$ cat src/hw/rtl/rrdf_pkg.sv
// ----------------------------------------------------------------------------
// rrdf_pkg
// Shared types and constants of the radio range delivery filter.
// ----------------------------------------------------------------------------
package rrdf_pkg;

  localparam logic [1:0] ACT_CONNECT    = 2'd0;
  localparam logic [1:0] ACT_DISCONNECT = 2'd1;
  localparam logic [1:0] ACT_LOGIN      = 2'd2;
  localparam logic [1:0] ACT_DATA       = 2'd3;

  localparam logic [1:0] ST_DELIVER  = 2'd0;
  localparam logic [1:0] ST_ACCEPTED = 2'd1;
  localparam logic [1:0] ST_REJECTED = 2'd2;
  localparam logic [1:0] ST_NO_DEST  = 2'd3;

  localparam logic [15:0] NOT_LOGGED = 16'hFFFF;

  localparam logic [47:0] LCG_SEED   = 48'h1234ABCD330E;
  localparam logic [31:0] LCG_MUL_LO = 32'hDEECE66D;
  localparam logic [2:0]  LCG_MUL_HI = 3'd5;
  localparam logic [47:0] LCG_ADD    = 48'hB;

  localparam int ENTRY_W = 144;

  typedef enum logic [3:0] {
    S_IDLE,
    S_CHECK,
    S_WALK,
    S_LOAD,
    S_DRAW,
    S_RANGE,
    S_MUL,
    S_SUM,
    S_CMP,
    S_EMIT_REJ,
    S_EMIT_OK,
    S_EMIT_DLV,
    S_EMIT_DONE
  } ctrl_state_t;

  typedef enum logic [1:0] {
    K_REJ,
    K_OK,
    K_DLV,
    K_DONE
  } out_kind_t;

  typedef struct packed {
    logic      latch_in;
    logic      set_use;
    logic      clr_use;
    logic      wr_connect;
    logic      wr_login;
    logic      load_src;
    logic      t_clear;
    logic      t_inc;
    logic      rd_walk;
    logic      load_diff;
    logic      draw;
    logic      calc_rng;
    logic      calc_mul;
    logic      calc_sum;
    logic      hit_set;
    logic      out_load;
    out_kind_t out_kind;
  } dp_cmd_t;

  typedef struct packed {
    logic [1:0] act;
    logic       reject;
    logic       walk_end;
    logic       walk_skip;
    logic       need_draw;
    logic       in_range;
    logic       out_free;
  } dp_stat_t;

endpackage

$ cat src/hw/rtl/rrdf_ctrl.sv
// ----------------------------------------------------------------------------
// rrdf_ctrl
// Sequencer that checks each transaction and walks the slot table.
// ----------------------------------------------------------------------------
module rrdf_ctrl (
  input  logic               clk,
  input  logic               rst,
  input  logic               in_valid,
  output logic               in_stall,
  input  rrdf_pkg::dp_stat_t stat,
  output rrdf_pkg::dp_cmd_t  cmd
);

  rrdf_pkg::ctrl_state_t state, state_next;

  always_ff @(posedge clk) begin
    if (rst) begin
      state <= rrdf_pkg::S_IDLE;
    end else begin
      state <= state_next;
    end
  end

  always_comb begin
    state_next   = state;
    cmd          = '0;
    cmd.out_kind = rrdf_pkg::K_REJ;
    in_stall     = 1'b1;
    case (state)
      rrdf_pkg::S_IDLE: begin
        in_stall = 1'b0;
        if (in_valid) begin
          cmd.latch_in = 1'b1;
          state_next   = rrdf_pkg::S_CHECK;
        end
      end
      rrdf_pkg::S_CHECK: begin
        if (stat.reject) begin
          state_next = rrdf_pkg::S_EMIT_REJ;
        end else begin
          case (stat.act)
            rrdf_pkg::ACT_CONNECT: begin
              cmd.set_use    = 1'b1;
              cmd.wr_connect = 1'b1;
              state_next     = rrdf_pkg::S_EMIT_OK;
            end
            rrdf_pkg::ACT_DISCONNECT: begin
              cmd.clr_use = 1'b1;
              state_next  = rrdf_pkg::S_EMIT_OK;
            end
            rrdf_pkg::ACT_LOGIN: begin
              cmd.wr_login = 1'b1;
              state_next   = rrdf_pkg::S_EMIT_OK;
            end
            default: begin
              cmd.load_src = 1'b1;
              cmd.t_clear  = 1'b1;
              state_next   = rrdf_pkg::S_WALK;
            end
          endcase
        end
      end
      rrdf_pkg::S_WALK: begin
        if (stat.walk_end) begin
          state_next = rrdf_pkg::S_EMIT_DONE;
        end else if (stat.walk_skip) begin
          cmd.t_inc = 1'b1;
        end else begin
          cmd.rd_walk = 1'b1;
          state_next  = rrdf_pkg::S_LOAD;
        end
      end
      rrdf_pkg::S_LOAD: begin
        cmd.load_diff = 1'b1;
        state_next    = stat.need_draw ? rrdf_pkg::S_DRAW : rrdf_pkg::S_RANGE;
      end
      rrdf_pkg::S_DRAW: begin
        cmd.draw   = 1'b1;
        state_next = rrdf_pkg::S_RANGE;
      end
      rrdf_pkg::S_RANGE: begin
        cmd.calc_rng = 1'b1;
        state_next   = rrdf_pkg::S_MUL;
      end
      rrdf_pkg::S_MUL: begin
        cmd.calc_mul = 1'b1;
        state_next   = rrdf_pkg::S_SUM;
      end
      rrdf_pkg::S_SUM: begin
        cmd.calc_sum = 1'b1;
        state_next   = rrdf_pkg::S_CMP;
      end
      rrdf_pkg::S_CMP: begin
        if (stat.in_range) begin
          state_next = rrdf_pkg::S_EMIT_DLV;
        end else begin
          cmd.t_inc  = 1'b1;
          state_next = rrdf_pkg::S_WALK;
        end
      end
      rrdf_pkg::S_EMIT_REJ: begin
        cmd.out_kind = rrdf_pkg::K_REJ;
        if (stat.out_free) begin
          cmd.out_load = 1'b1;
          state_next   = rrdf_pkg::S_IDLE;
        end
      end
      rrdf_pkg::S_EMIT_OK: begin
        cmd.out_kind = rrdf_pkg::K_OK;
        if (stat.out_free) begin
          cmd.out_load = 1'b1;
          state_next   = rrdf_pkg::S_IDLE;
        end
      end
      rrdf_pkg::S_EMIT_DLV: begin
        cmd.out_kind = rrdf_pkg::K_DLV;
        if (stat.out_free) begin
          cmd.out_load = 1'b1;
          cmd.hit_set  = 1'b1;
          cmd.t_inc    = 1'b1;
          state_next   = rrdf_pkg::S_WALK;
        end
      end
      rrdf_pkg::S_EMIT_DONE: begin
        cmd.out_kind = rrdf_pkg::K_DONE;
        if (stat.out_free) begin
          cmd.out_load = 1'b1;
          state_next   = rrdf_pkg::S_IDLE;
        end
      end
      default: begin
        state_next = rrdf_pkg::S_IDLE;
      end
    endcase
  end

endmodule

$ cat config.mk
export PLATFORM = sky130hd
export DESIGN_NAME = rrdf_ctrl
export DESIGN_NICKNAME = d
export VERILOG_FILES = /design/src/hw/rtl/rrdf_pkg.sv /design/src/hw/rtl/rrdf_ctrl.sv
export SDC_FILE = /design/constraint.sdc
export NUM_CORES = 1
export LEC_CHECK = 0
export BUFFER_PORTS_ARGS = -buffer_cell sky130_fd_sc_hd__buf_4
export CORE_MARGIN = 4
export CORE_UTILIZATION = 35
export DETAILED_ROUTE_END_ITERATION = 8
export SLEW_MARGIN = 5
export SYNTH_ARGS = -nofsm -noshare
export SYNTH_HDL_FRONTEND = slang
export SYNTH_SLANG_ARGS = --single-unit
$ cat constraint.sdc
create_clock -name clk -period 2.18 [get_ports clk]
set_input_delay 0.218 -clock clk [delete_from_list [all_inputs] [get_ports clk]]
set_output_delay 0.218 -clock clk [all_outputs]
set_load 0.005 [all_outputs]
==> run_results.csv <==
group,metric,value,unit
worst_setup_path,cp-end-kind,"primary output",
hold_path,hp-class,"in -> reg",
placed_design,place_congestion,0.796,
synthesis,synth_top_flop_cell,"dfxtp_1",
cts,ctsHoldBuffers,0,
grt,grt_pass1_wl,2840,um
worst_setup_path,cp.depth,4,
worst_setup_path,crit_path_max_fanout,18,
worst_setup_path,worstPathArrival,1.78,ns
synthesis,ys_seq_area_share,13.2,%
synthesis,synth.avg_cell_area,6.82,um^2
layout,seqCellArea,81.3,um^2
layout,drive_gt1_share,36.5,%
cts,cts_buffer_depth,2,
synthesis,syn_area,607,um^2
sta,max_slew_margin,65.7,%
die,fp.dieArea,2460,um^2
layout,fillCellCount,164,
die,die_w,49.6,um
worst_setup_path,path_cells,"nand2b_1 > nor4_2 > nor3b_1 > buf_4",
detailed_routing,drt-initial-drc-count,21,
layout,regMostFlops,"state",
sta,setup_tns,0,ns
synthesis,netlist_instances,89,
pwr,power_density,984,nW/um^2
placed_design,dpl.hpwl,1390,um
grt,antenna_found_initial,0,
sta,fin_crit_sh,91.6,%
cts,worstSkewPairLatency,0.24,ns
cts,cts.sinks,4,
placed_design,placement.io_buffers,29,
worst_setup_path,r2r_cells,4,
sta,hold_slack,0.157,ns
sta,rsz0062_at_grt,"false",
worst_setup_path,crit_buf_inv,1,
layout,antenna_cells,0,
synthesis,synth.area.top_cells,"dfxtp_1, nor2_1, nand2b_1",
cts,ctsResizeCount,0,
worst_setup_path,crit_path_start_kind,"flip-flop",
detailed_routing,vias_per_cell,5.48,
detailed_routing,first_pass_iters,4,
layout,stdcell_count,131,
synthesis,synth_top_area_share,13.2,%
placed_design,place_inst,128,
layout,syn_to_final_growth,39.4,%
die,io_pins,30,
worst_setup_path,r2r-end,"state[2]",
synthesis,yosysTopAreaCell,"dfxtp_1",
worst_setup_path,cp.required,1.96,ns
grt,grt_overflow,0,
worst_setup_path,rrSetupSlack,0.37,ns
grt,grt_max_degree,19,
grt,grt_pass1_vias,639,
synthesis,synth-seq-cells,4,
synthesis,async_flop_share,0,%
die,num_rows,14,
worst_setup_path,crit_family,"simple AND/OR/NAND/NOR gates",
die,dieHeight,49.6,um
grt,grt_usage,14.5,%
die,core,1580,um^2
layout,largest_reg_flops,4,
worst_setup_path,crit_slowest_cell,"dfxtp_1",
sta,fmax,501,MHz
synthesis,ys.warnings.count,0,
detailed_routing,drcViolationCount,0,
die,start_util,38.5,%
sta,final_hold_viol_count,0,
worst_setup_path,crit_type,"reg -> out",
sta,finalSetupViolations,0,
worst_setup_path,r2r_start,"state[3]",
worst_setup_path,max_stage_delay,0.46,ns
cts,cts_made_buffers,3,
worst_setup_path,crit_end,"cmd[16]",
sta,layout_min_cycle_time,2.00,ns
pwr,p_leak,0.398,nW
cts,h-tree-depth,1,
run,max_cap_violations,0,
layout,reg.largest.list,"state: 4 flops",
pwr,vdd_ir_drop_max,737,uV
sta,slew_violations,0,
sta,worst_clock_skew,0.00570,ns
detailed_routing,routedWlPerCell,13.2,um
worst_setup_path,worstSetupStartpoint,"state[3]",
layout,multiInputGateArea,474,um^2
sta,tightest_slew,0.514,ns
detailed_routing,drt-total-wl,1730,um
detailed_routing,postRouteAntennaNets,0,
synthesis,syn_nets,100,
synthesis,ys_types,36,
cts,cts-root-buf,"clkbuf_4",
synthesis,synth_edf_count,0,
cts,postCtsSetupBuffers,0,
detailed_routing,vias,718,
cts,clk_pin_slew_worst_paths,0.04,ns
cts,cts_tree,"yes",
status,status,"complete, no violations",
layout,final_nets,128,
-- logic make-up (layout without fill, tap and decap cells) --
| kind of cell | Yosys count | after routing | synth area share, % |
|---|---|---|---|
| compound gates | 19 | 19 | 22.1 |
| xor+xnor | 2 | 2 | 2.89 |
| buf+inv | 11 | 37 | 9.69 |
| flops | 4 | 4 | 13.2 |
| mux | 1 | 1 | 1.65 |
| simple gates | 52 | 52 | 50.5 |
-- where the power goes --
group | internal (mW) | switching, mW
Combinational | 0.291 | 0.251
Clock | 0.0616 | 0.0316
Sequential | 0.103 | 0.0944
Total | 0.455 | 0.377
-- per-layer routing --
layer  wire length [um]  GRT usage, %  vias to the layer above
met5                  0             0                        -
met4                 13          5.53                        0
met3                117          5.72                        2
li1                   -             -                      369
met1                771          17.6                      320
met2                827          22.7                       27
-- metrics by stage --
step	area [um^2]	setup WS [ns]	power, mW	util, %
finish	846	0.184	0.832	53.7
global route	846	0.00562	0.913	53.7
CTS	838	0.00290	0.828	53.2
detailed placement	816	0.243	0.732	51.7
global placement	816	0.378	0.735	51.7
floorplan	607	0.460	0.566	-
-- area by class of cell --
cell class                 count  share of cell area, %
tap                           16                   2.37
clock buffer                   3                   2.66
timing repair buffer          32                   28.4
multi-input combinational     74                   56.1
inverter                       2                  0.888
sequential                     4                   9.62
-- Yosys cell counts (2+ instances only) --
cell type,count
inv_1,2
nor3_1,3
nand3b_1,3
nand2_1,8
a21oi_1,3
dfxtp_1,4
nor2_1,13
xor2_1,2
nor3b_1,3
and3b_1,3
buf_2,2
nor4_1,2
nand2b_1,6
and3_1,2
a31oi_1,2
o21ai_0,5
nor2b_1,3
buf_4,2
clkbuf_1,4
-- cell usage in the layout, fill, tap and decap left out, types with 5 or more instances in the layout --
master | Yosys | layout
o21ai_0 | 5 | 5
nand2b_1 | 6 | 6
nand2_1 | 8 | 8
nor2_1 | 13 | 13
buf_4 | 2 | 32
-- how the worst min path moves through the flow --
stage | from | end | slack, ns | cells after the start
4_1_cts | rst | state[1] | 0.15 | 2
5_1_grt | rst | state[1] | 0.15 | 2
2_1_floorplan | rst | state[2] | 0.29 | 1
3_5_place_dp | rst | state[1] | 0.41 | 2
3_3_place_gp | rst | state[2] | 0.40 | 2
6_report | rst | state[1] | 0.16 | 2
Power figures use the tool's default switching activity.
